[src/rtl/core/delta_rice_byte_decoder_unit_defines.svh]
// Assertion helpers for the decoder modules; drbd_outq includes them.
// Each expects i_clk and i_rst_n in the enclosing module.
`ifndef DELTA_RICE_BYTE_DECODER_UNIT_DEFINES_SVH
`define DELTA_RICE_BYTE_DECODER_UNIT_DEFINES_SVH

// cond must hold at every edge out of reset
`define DRBD_ASSERT_ALWAYS(lbl, cond) \
    lbl: assert property (@(posedge i_clk) disable iff (!i_rst_n) (cond)) \
        else $error("drbd check failed");

// pre at one edge implies post at the next edge
`define DRBD_ASSERT_NEXT(lbl, pre, post) \
    lbl: assert property (@(posedge i_clk) disable iff (!i_rst_n) (pre) |=> (post)) \
        else $error("drbd check failed");

`endif

[src/rtl/core/drbd_pkg.sv]
package drbd_pkg;

    localparam int SAMPLE_W  = 16;
    localparam int BYTE_W    = 8;
    localparam int QCNT_W    = 12;
    localparam int RICE_K    = 4;

    // result queue between the decode step and the output channel
    localparam int QDEPTH    = 4;
    localparam int QPTR_W    = $clog2(QDEPTH);
    localparam int QCNT_QW   = $clog2(QDEPTH + 1);
    localparam int PUSH_W    = 2;

    typedef logic signed [SAMPLE_W-1:0] t_sample;

    typedef struct packed {
        t_sample sample;
        logic    final_s;
    } t_res;

    // up to two results per input beat, packed from e0 upward
    typedef struct packed {
        logic [PUSH_W-1:0] n;
        t_res              e0;
        t_res              e1;
    } t_push;

endpackage

[src/rtl/core/drbd_if.sv]
interface drbd_in_if;
    logic                            valid;
    logic                            ready;
    logic [drbd_pkg::BYTE_W-1:0]     code_byte;
    logic                            stream_end;

    modport source (output valid, output code_byte, output stream_end, input ready);
    modport sink   (input valid, input code_byte, input stream_end, output ready);
endinterface

interface drbd_out_if;
    logic                            valid;
    logic                            ready;
    logic signed [drbd_pkg::SAMPLE_W-1:0] pcm_sample;
    logic                            final_sample;

    modport source (output valid, output pcm_sample, output final_sample, input ready);
    modport sink   (input valid, input pcm_sample, input final_sample, output ready);
endinterface

[src/rtl/core/drbd_step.sv]
module drbd_step #(
    parameter int RICE_K = drbd_pkg::RICE_K
) (
    input  logic                          i_clk,
    input  logic                          i_rst_n,
    input  logic                          i_fire,
    input  logic [drbd_pkg::BYTE_W-1:0]   i_byte,
    input  logic                          i_end,
    input  drbd_pkg::t_sample             i_start,
    output drbd_pkg::t_push               o_push
);

    localparam int QSH_W = drbd_pkg::QCNT_W + RICE_K;

    logic                          r_phase, n_phase;
    logic [drbd_pkg::QCNT_W-1:0]   r_q, n_q;
    drbd_pkg::t_sample             r_prev, n_prev;
    logic                          r_started, n_started;

    drbd_pkg::t_sample             base;
    logic [QSH_W-1:0]              qsh_wide;
    logic [drbd_pkg::SAMPLE_W-1:0] qshift;
    logic [drbd_pkg::SAMPLE_W-1:0] mag;
    logic [drbd_pkg::SAMPLE_W-1:0] diff;
    logic [RICE_K-1:0]             low;
    logic                          dec_vld;
    drbd_pkg::t_res                dec;
    drbd_pkg::t_res                start_res;

    always_comb begin
        base      = r_started ? r_prev : i_start;
        qsh_wide  = {r_q, {RICE_K{1'b0}}};
        qshift    = drbd_pkg::SAMPLE_W'(qsh_wide);
        low       = i_byte[RICE_K-1:0];
        mag       = qshift | drbd_pkg::SAMPLE_W'(low);
        diff      = i_byte[RICE_K] ? (~mag + drbd_pkg::SAMPLE_W'(1)) : mag;

        n_phase   = r_phase;
        n_q       = r_q;
        n_prev    = base;
        n_started = 1'b1;
        dec_vld   = 1'b0;
        dec.sample  = base;
        dec.final_s = 1'b1;

        if (!r_phase) begin
            if (i_byte == '0) begin
                n_q     = r_q + drbd_pkg::QCNT_W'(1);
                dec_vld = i_end;
            end else begin
                n_phase = 1'b1;
                if (i_end) begin
                    // stream ends on the marker: quotient part only
                    n_prev     = base + drbd_pkg::t_sample'(qshift);
                    dec_vld    = 1'b1;
                    dec.sample = base + drbd_pkg::t_sample'(qshift);
                end
            end
        end else begin
            n_prev      = base + drbd_pkg::t_sample'(diff);
            dec_vld     = 1'b1;
            dec.sample  = base + drbd_pkg::t_sample'(diff);
            dec.final_s = i_end;
            n_phase     = 1'b0;
            n_q         = '0;
        end

        if (i_end) begin
            n_phase   = 1'b0;
            n_q       = '0;
            n_started = 1'b0;
        end

        start_res.sample  = i_start;
        start_res.final_s = 1'b0;

        // start sample goes ahead of the decoded one
        if (!r_started) begin
            o_push.n  = dec_vld ? drbd_pkg::PUSH_W'(2) : drbd_pkg::PUSH_W'(1);
            o_push.e0 = start_res;
            o_push.e1 = dec;
        end else begin
            o_push.n  = dec_vld ? drbd_pkg::PUSH_W'(1) : drbd_pkg::PUSH_W'(0);
            o_push.e0 = dec;
            o_push.e1 = dec;
        end
        if (!i_fire) begin
            o_push.n = '0;
        end
    end

    always_ff @(posedge i_clk) begin
        if (!i_rst_n) begin
            r_phase   <= 1'b0;
            r_q       <= '0;
            r_prev    <= '0;
            r_started <= 1'b0;
        end else if (i_fire) begin
            r_phase   <= n_phase;
            r_q       <= n_q;
            r_prev    <= n_prev;
            r_started <= n_started;
        end
    end

endmodule

[src/rtl/core/drbd_outq.sv]
`include "delta_rice_byte_decoder_unit_defines.svh"

module drbd_outq (
    input  logic                          i_clk,
    input  logic                          i_rst_n,
    input  drbd_pkg::t_push               i_push,
    output logic                          o_room2,
    drbd_out_if.source                    o_out
);

    drbd_pkg::t_res                     r_mem [drbd_pkg::QDEPTH];
    logic [drbd_pkg::QPTR_W-1:0]        r_wr, r_rd;
    logic [drbd_pkg::QCNT_QW-1:0]       r_count, n_count;
    logic [drbd_pkg::QPTR_W-1:0]        wr1;
    logic                               pop;

    assign o_room2          = (r_count <= drbd_pkg::QCNT_QW'(drbd_pkg::QDEPTH - 2));
    assign o_out.valid      = (r_count != '0);
    assign o_out.pcm_sample = r_mem[r_rd].sample;
    assign o_out.final_sample = r_mem[r_rd].final_s;
    assign pop              = o_out.valid && o_out.ready;
    assign wr1              = r_wr + drbd_pkg::QPTR_W'(1);

    always_comb begin
        n_count = r_count + drbd_pkg::QCNT_QW'(i_push.n) - drbd_pkg::QCNT_QW'(pop);
    end

    always_ff @(posedge i_clk) begin
        if (i_push.n != '0) begin
            r_mem[r_wr] <= i_push.e0;
        end
        if (i_push.n == drbd_pkg::PUSH_W'(2)) begin
            r_mem[wr1] <= i_push.e1;
        end
    end

    always_ff @(posedge i_clk) begin
        if (!i_rst_n) begin
            r_wr    <= '0;
            r_rd    <= '0;
            r_count <= '0;
        end else begin
            r_wr    <= r_wr + drbd_pkg::QPTR_W'(i_push.n);
            r_rd    <= r_rd + drbd_pkg::QPTR_W'(pop);
            r_count <= n_count;
        end
    end

    `DRBD_ASSERT_ALWAYS(a_count_bound, r_count <= drbd_pkg::QCNT_QW'(drbd_pkg::QDEPTH))
    `DRBD_ASSERT_ALWAYS(a_push_room, (i_push.n == '0) || o_room2)
    `DRBD_ASSERT_NEXT(a_pop_only, pop && i_push.n == '0, r_count == $past(r_count) - drbd_pkg::QCNT_QW'(1))

endmodule

[src/rtl/core/delta_rice_byte_decoder_unit.sv]
// Channel    Dir  Payload                          Beat when
// i_in       in   code_byte[7:0], stream_end       valid & ready
// o_out      out  pcm_sample[15:0], final_sample   valid & ready
// i_cfg_*    in   start_sample (i_cfg_wdata)       i_cfg_we
//
// One code byte per cycle while the queue has room for two samples. A byte is
// held in the input register, then decoded and pushed into a 4-entry result
// queue, whose head drives the output channel.
// The stream-start byte can yield two samples and then occupies the output
// side for two beats; the queue absorbs that.
// Reset (sync, active low) clears decode state, queue and start_sample.
// Input stalls when the input register holds a byte and the queue lacks room
// for two samples; output stalls just let the queue fill.
module delta_rice_byte_decoder_unit #(
    parameter int RICE_K = drbd_pkg::RICE_K
) (
    input  logic                           i_clk,
    input  logic                           i_rst_n,
    drbd_in_if.sink                        i_in,
    drbd_out_if.source                     o_out,
    input  logic                           i_cfg_we,
    input  logic [drbd_pkg::SAMPLE_W-1:0]  i_cfg_wdata
);

    // input register
    logic                          r_in_vld;
    logic [drbd_pkg::BYTE_W-1:0]   r_byte;
    logic                          r_end;
    // configured start sample
    drbd_pkg::t_sample             r_start_sample;

    logic                          room2;
    logic                          fire;
    drbd_pkg::t_push               push;

    // decode fires when the queue can take the worst case of two samples
    assign fire       = r_in_vld && room2;
    assign i_in.ready = !r_in_vld || fire;

    always_ff @(posedge i_clk) begin
        if (i_in.valid && i_in.ready) begin
            r_byte <= i_in.code_byte;
            r_end  <= i_in.stream_end;
        end
    end

    always_ff @(posedge i_clk) begin
        if (!i_rst_n) begin
            r_in_vld       <= 1'b0;
            r_start_sample <= '0;
        end else begin
            if (i_in.ready) begin
                r_in_vld <= i_in.valid;
            end
            if (i_cfg_we) begin
                r_start_sample <= drbd_pkg::t_sample'(i_cfg_wdata);
            end
        end
    end

    drbd_step #(
        .RICE_K (RICE_K)
    ) u_step (
        .i_clk   (i_clk),
        .i_rst_n (i_rst_n),
        .i_fire  (fire),
        .i_byte  (r_byte),
        .i_end   (r_end),
        .i_start (r_start_sample),
        .o_push  (push)
    );

    drbd_outq u_outq (
        .i_clk   (i_clk),
        .i_rst_n (i_rst_n),
        .i_push  (push),
        .o_room2 (room2),
        .o_out   (o_out)
    );

endmodule
[src/flat_wrapper.sv]
// flat-port wrapper written by rule: the top's interface ports become plain ports
module delta_rice_byte_decoder_unit_flat 
#(
    parameter int RICE_K = drbd_pkg::RICE_K
)
  (i_clk, i_rst_n, i_cfg_we, i_cfg_wdata, i_in_valid, i_in_code_byte, i_in_stream_end, i_in_ready, o_out_valid, o_out_pcm_sample, o_out_final_sample, o_out_ready);
  drbd_in_if i_in_i ();
  drbd_out_if o_out_i ();
  input  logic i_clk;
  input  logic i_rst_n;
  input  logic i_cfg_we;
  input  logic [drbd_pkg::SAMPLE_W-1:0] i_cfg_wdata;
  input wire logic [$bits(i_in_i.valid)-1:0] i_in_valid;
  input wire logic [$bits(i_in_i.code_byte)-1:0] i_in_code_byte;
  input wire logic [$bits(i_in_i.stream_end)-1:0] i_in_stream_end;
  output wire logic [$bits(i_in_i.ready)-1:0] i_in_ready;
  output wire logic [$bits(o_out_i.valid)-1:0] o_out_valid;
  output wire logic [$bits(o_out_i.pcm_sample)-1:0] o_out_pcm_sample;
  output wire logic [$bits(o_out_i.final_sample)-1:0] o_out_final_sample;
  input wire logic [$bits(o_out_i.ready)-1:0] o_out_ready;
  assign i_in_i.valid = i_in_valid;
  assign i_in_i.code_byte = i_in_code_byte;
  assign i_in_i.stream_end = i_in_stream_end;
  assign i_in_ready = i_in_i.ready;
  assign o_out_valid = o_out_i.valid;
  assign o_out_pcm_sample = o_out_i.pcm_sample;
  assign o_out_final_sample = o_out_i.final_sample;
  assign o_out_i.ready = o_out_ready;
  delta_rice_byte_decoder_unit #(.RICE_K(RICE_K)) u_core (.i_clk(i_clk), .i_rst_n(i_rst_n), .i_in(i_in_i), .o_out(o_out_i), .i_cfg_we(i_cfg_we), .i_cfg_wdata(i_cfg_wdata));
endmodule
[config.mk]
export PLATFORM = sky130hd
export DESIGN_NAME = delta_rice_byte_decoder_unit_flat
export DESIGN_NICKNAME = d
export VERILOG_FILES = /design/src/rtl/core/drbd_pkg.sv /design/src/rtl/core/drbd_if.sv /design/src/rtl/core/drbd_step.sv /design/src/rtl/core/drbd_outq.sv /design/src/rtl/core/delta_rice_byte_decoder_unit.sv /design/src/flat_wrapper.sv
export VERILOG_INCLUDE_DIRS = /design/src /design/src/rtl/core
export SDC_FILE = /design/constraint.sdc
export NUM_CORES = 1
export LEC_CHECK = 0
export BUFFER_PORTS_ARGS = -buffer_cell sky130_fd_sc_hd__buf_2
export CORE_ASPECT_RATIO = 0.5
export CORE_UTILIZATION = 55
export CTS_CLUSTER_DIAMETER = 60
export DETAILED_ROUTE_END_ITERATION = 10
export PLACE_DENSITY_LB_ADDON = 0.3
export SLEW_MARGIN = 20
export SYNTH_ARGS = -nofsm -noshare
export SYNTH_HDL_FRONTEND = slang
export SYNTH_SLANG_ARGS = --single-unit
[constraint.sdc]
create_clock -name i_clk -period 7.85 [get_ports i_clk]
set_input_delay 1.9625 -clock i_clk [delete_from_list [all_inputs] [get_ports i_clk]]
set_output_delay 1.9625 -clock i_clk [all_outputs]
set_load 0.01 [all_outputs]
After elaboration in Yosys (flattened, before gate mapping)
Memory sizes are Yosys's and may differ from the RTL's. A register that Yosys moved wholly into a read port is not among the register bits.
Index checks and enable logic that the tools add are counted.
{"block": "totals", "reg_bits": 63, "latch_bits": 0, "ram_bits": 68, "romBits": 0, "input_bits": 30, "output_inout_bits": 19, "word_cells": 60, "n_memories": 1}
{"name": "u_core.u_outq.r_mem", "depth": 4, "word_bits": 17, "read_ports": 1, "rd_clocked_by_memory_dff": 1, "write_ports": 2, "line": "drbd_outq.sv:11", "text": "drbd_pkg::t_res r_mem [drbd_pkg::QDEPTH];"}
{"block": "classes", "addsub": 9, "mul": 0, "n_div": 0, "order_cmp": 1, "n_eq_ne": 1, "shifts": 0, "mux": 25, "bitwise": 2, "n_reduce_logical": 10}
{"operator": "two-way mux 16 bit", "count": 5}
{"operator": "two-way mux 12 bit", "count": 3}
{"operator": "two-way mux 36 bit", "count": 1}
{"operator": "adder 16 bit", "count": 2}
{"operator": "adder 16 x 1 -> 16 bit, second input constant", "count": 1}
{"operator": "inverter 16 bit", "count": 1}
{"operator": "OR 16 x 4 -> 16 bit", "count": 1}
{"operator": "two-way mux 1 bit", "count": 13}
{"operator": "adder 12 x 1 -> 12 bit, second input constant", "count": 1}
{"operator": "logical NOT 8 bit", "count": 1}
{"operator": "two-way mux 2 bit", "count": 3}
{"operator": "nonzero test 3 bit", "count": 2}
{"operator": "adder 3 x 2 -> 3 bit", "count": 1}
{"operator": "less-or-equal comparator 3 x 2 -> 1 bit, second input constant", "count": 1}
{"operator": "logical AND 1 bit", "count": 3}
{"operator": "subtractor 3 x 1 -> 3 bit", "count": 1}
{"operator": "adder 2 x 1 -> 2 bit", "count": 1}
{"operator": "adder 2 x 1 -> 2 bit, second input constant", "count": 1}
{"operator": "adder 2 bit", "count": 1}
{"operator": "equality test 2 bit, second input constant", "count": 1}
{"operator": "AND reduction 2 bit", "count": 1}
{"operator": "nonzero test 2 bit", "count": 1}
{"operator": "logical NOT 1 bit", "count": 1}
{"operator": "logical OR 1 bit", "count": 1}

Logic depth before layout (Yosys ltp)
{"block": "logic_depth", "word_depth": 11, "ltp_mapped": 15, "mapped_depth_nobuf": 14}

Hierarchy
Synthesis repeated with hierarchy kept, for this count alone.
{"block": "unflattened", "cells_unflattened": 755, "area_unflattened_um2": 8313.0}
{"module": "drbd_outq", "n_inst": 1, "cells_per_inst": 211, "area_per_inst_um2": 3811.2, "seq_area_each_um2": 2182.1}
{"module": "drbd_step", "n_inst": 1, "cells_per_inst": 478, "area_per_inst_um2": 3565.9, "seq_area_each_um2": 600.6}
{"module": "delta_rice_byte_decoder_unit", "n_inst": 1, "cells_per_inst": 66, "area_per_inst_um2": 935.9, "seq_area_each_um2": 610.6}

Least setup slack after synthesis
Ideal clock, no wire load.
{"block": "synth_path", "path_type": "reg-to-output", "from": "register, netlist name u_core.u_outq.r_rd[0]", "to": "output port o_out_pcm_sample[10]", "t_arrival_ns": 1.898, "required_ns": 5.887, "slack_ns": 3.989, "stages_incl_launch_ff": 4, "n_path_buf": 2, "path_cell_list": "dfxtp_1 > clkbuf_1 > buf_1 > mux4_2"}
{"element": "end: declaration", "line": "flat_wrapper.sv:18", "text": "output wire logic [$bits(o_out_i.pcm_sample)-1:0] o_out_pcm_sample;"}

==> out/metrics.yaml <==
sta:
  fin_skew_ns: 0.0130
  period_share_pct: 56.9
  tns_ns: 0
  hold_viol: 0
  setup_violations: 0
  worst_pin_slew_ns: 1.03
  drv_slew: 0
  fin_crit_ns: 4.47
  rsz0062_at_grt: "no"
  max_freq_mhz: 224
  slew_headroom_pct: 31.2
final_layout:
  drive_above_1_share_pct: 16.2
  final_nets: 892
  antenna_cells: 0
  final_cell_mix: "nand2_1, edfxtp_1, o21ai_0, nor2_1, dfxtp_1"
  final_common_cell: "nand2_1"
  syn2layout_area_growth_pct: 13.3
  register_area_sq_um: 3390
  multi_input_area_sq_um: 4170
  fillers: 1090
global_routing:
  overflow: 0
  grt_pass1_vias: 5679
  antenna_found_initial: 0
  grt_pass1_wl_um: 29900
  grt_busiest_layer: "met2"
  grt_max_degree: 48
  grtUsageMet3_pct: 4.71
  grtUsageMet2_pct: 42.1
  grt_use_total_pct: 27.2
  grtUsageMet1_pct: 39.1
clock_tree:
  cts.sinks: 131
  cts_root_buffer: "clkbuf_16"
  clockBufferDepth: 2
  cts_resized: 0
  post_cts_buffers: 0
  hold_buffers: 0
  cts_buffers: 17
  htreeDepth: 4
  clk_pin_slew_ns: 0.06
  clock_latency_ns: 0.42
  cts_tree: "yes"
routing:
  antenna_violating_nets_post_route: 0
  routedWlPerCell_um: 18.6
  drtIter0Drc: 489
  drt-total-wl_um: 19100
  vias: 6117
  drtPass1Iterations: 5
  avgViaCountPerCell: 5.96
  route.detailed.drc: 0
floorplan:
  die_y_um: 86.1
  initial_core_util_pct: 56.9
  ios: 49
  die_area_sq_um: 14600
  core_area_sq_um: 13700
  std_cell_rows: 30
  chipWidth_um: 170
synthesis:
  ys_seq_area_share_pct: 43.6
  ys_async_sr_fraction_pct: 0
  ys_seq_elements: 131
  avgSynthCellArea_sq_um: 9.88
  synth.area.top_cells: "edfxtp_1, dfxtp_1, ha_1, mux4_2, nand2_1"
  synth_edf_count: 77
  synth_top_area_share_pct: 29.7
  synth_warnings: 0
  synthCells: 787
  synth.distinct_cells: 60
  synth_nets: 858
  synthesis.area_sq_um: 7780
  synth_top_cell_by_area: "edfxtp_1"
  synthFlopType: "edfxtp_1"
power:
  sw_frac_of_total_pct: 32.9
  power_mw: 2.37
  p_int_mw: 1.59
  seq_power_share_pct: 36.6
  ir_drop_mv: 0.138
  p_clk_share_pct: 35.5
  p_sw_uw: 779
  p_leak_nw: 3.49
  p_per_area_nw_per_um2: 269
  p_comb_share_pct: 27.9
worst_setup_path:
  critPathMaxStageDelay_ns: 0.63
  crit_top_cell: "ha_1"
  crit-reg2reg-launch: "u_core.r_byte[0]"
  arrival_ns: 4.60
  path_buf_inv: 1
  endpoint_kind: "register"
  critPathRequiredTime_ns: 7.98
  crit_fanout: 9
  rr_worst_depth: 13
  crit_path_start: "u_core.r_byte[0]"
  cp-start-kind: "register"
  path_class: "register to register"
  path_cells: "inv_1 -> ha_1 -> or3b_2 -> or4_1 -> o21ai_0 -> xnor2_1 -> ha_1 -> and4_1 -> a221o_1 -> a31oi_1 -> mux2i_1 -> nor3_1 -> a21oi_1"
  crit_family: "simple AND/OR/NAND/NOR gates"
  r2r-end: "u_core.u_outq.r_mem[1][15]"
  reg2reg_slack_ns: 3.38
  cpMaxStageDelayCell: "nor3_1"
placed_design:
  io_buffers: 48
  dpl.hpwl_um: 13400
  finalWeightedCongestion: 0.939
outcome:
  status: "complete, no violations"
hold_path:
  holdCritStartpoint: "u_core.u_step.r_prev[11]"
  min_path_cells: 2
  hp-class: "register to register"
  holdPathEnd: "u_core.u_step.r_prev[11]"
flow_run:
  cap_violations: 0
-- sequential cells by signal (all words and copies together) (netlist names) --
| name | flops |
|---|---|
| u_core.u_outq.r_count | 3 |
| u_core.r_start_sample | 16 |
| u_core.u_outq.r_rd | 2 |
| u_core.r_byte | 8 |
| u_core.u_step.r_started | 1 |
| u_core.u_step.r_prev | 16 |
| u_core.u_outq.r_wr | 2 |
| u_core.r_in_vld | 1 |
| u_core.u_outq.r_mem | 68 |
| u_core.u_step.r_phase | 1 |
| u_core.u_step.r_q | 12 |
| u_core.r_end | 1 |
-- how the worst max path moves through the flow --
| stage | endpoint | cells after the start | slack, ns |
|---|---|---|---|
| floorplan | o_out_pcm_sample[10] | 3 | 3.99 |
| global placement | u_core.u_outq.r_mem[1][15] | 10 | 3.74 |
| detailed placement | u_core.u_outq.r_mem[1][15] | 13 | 3.57 |
| CTS | u_core.u_outq.r_mem[1][15] | 13 | 3.51 |
| global route | u_core.u_outq.r_mem[1][15] | 13 | 3.10 |
| finish | u_core.u_outq.r_mem[1][15] | 13 | 3.38 |
-- power groups by stage --
stage	combinational [mW]	sequential, mW	clock, mW
3_3_place_gp	0.635	0.877	0
4_1_cts	0.656	0.866	0.847
6_report	0.660	0.867	0.840
3_5_place_dp	0.649	0.879	0
5_1_grt	0.725	0.874	0.874
2_1_floorplan	0.488	0.846	0
-- Yosys cell counts, types with 3 or more instances --
master    number
nor4_1         3
nand4_1        5
o21a_1         3
o211a_1        5
mux2i_1       22
nand2_1       95
inv_1         16
edfxtp_1      77
o31ai_1       11
ha_1          38
nand2b_1       5
a21boi_0       3
and2_1        17
nand3_1       13
o21ai_0       68
a31oi_1        6
and3_1         6
a41oi_1        3
mux2_2        16
nor2b_1       20
xnor2_1       24
a21o_1        12
or4_1          3
a211oi_1       9
o21ai_1        6
xor2_1        21
fa_1           3
buf_1          4
dfxtp_1       54
nor3_1        13
mux4_2        17
o211ai_1       3
o21bai_1       3
clkbuf_1      36
nor2_1        63
a21oi_1       53
-- tightest hold or removal path: cells and delay by family, from the launching register on --
| family | cells | cell delay (ns) |
|---|---|---|
| AOI/OAI and AO/OA | 1 | 0.06 |
| DFF | 1 | 0.31 |
| and+or+nand+nor | 1 | 0.06 |
-- metrics by stage --
stage / cells / hold slack (ns) / utilization [%] / instance area [sq um] / worst slack (ns)
finish: 1026 / 0.467 / 64.5 / 8810 / 3.38
global route: 1026 / 0.479 / 64.5 / 8810 / 3.10
CTS: 1026 / 0.468 / 64.5 / 8810 / 3.51
detailed placement: 994 / 0.460 / 60.0 / 8190 / 3.57
global placement: 994 / 0.451 / 60.0 / 8190 / 3.74
floorplan: 787 / 0.438 / - / 7780 / 3.99
-- per-layer routing --
layer | vias to the layer above | routed length [um]
met4 | 0 | 194
met3 | 20 | 1620
li1 | 2939 | -
met1 | 2911 | 8870
met2 | 247 | 8380
met5 | - | 0
-- cells by family after synthesis --
group / Yosys count / synth area share [%]
XOR/XNOR: 45 / 5.07
flip-flops: 131 / 43.6
AO/OA/AOI/OAI: 202 / 16.1
multiplexers: 55 / 10.1
buffers and inverters: 61 / 3.20
AND/OR/NAND/NOR: 252 / 15.1
adder cells (fa/ha/maj): 41 / 6.89
-- area by class of cell --
class                           instances  share of cell area, %
Clock buffer                           17                   4.83
Clock inverter                         15                   2.19
Inverter                               17                  0.724
Multi-Input combinational cell        595                   47.4
Sequential cell                       131                   38.5
Tap cell                              192                   2.73
Timing Repair Buffer                   59                   3.66
No activity file was read; power rests on OpenSTA's default activity.
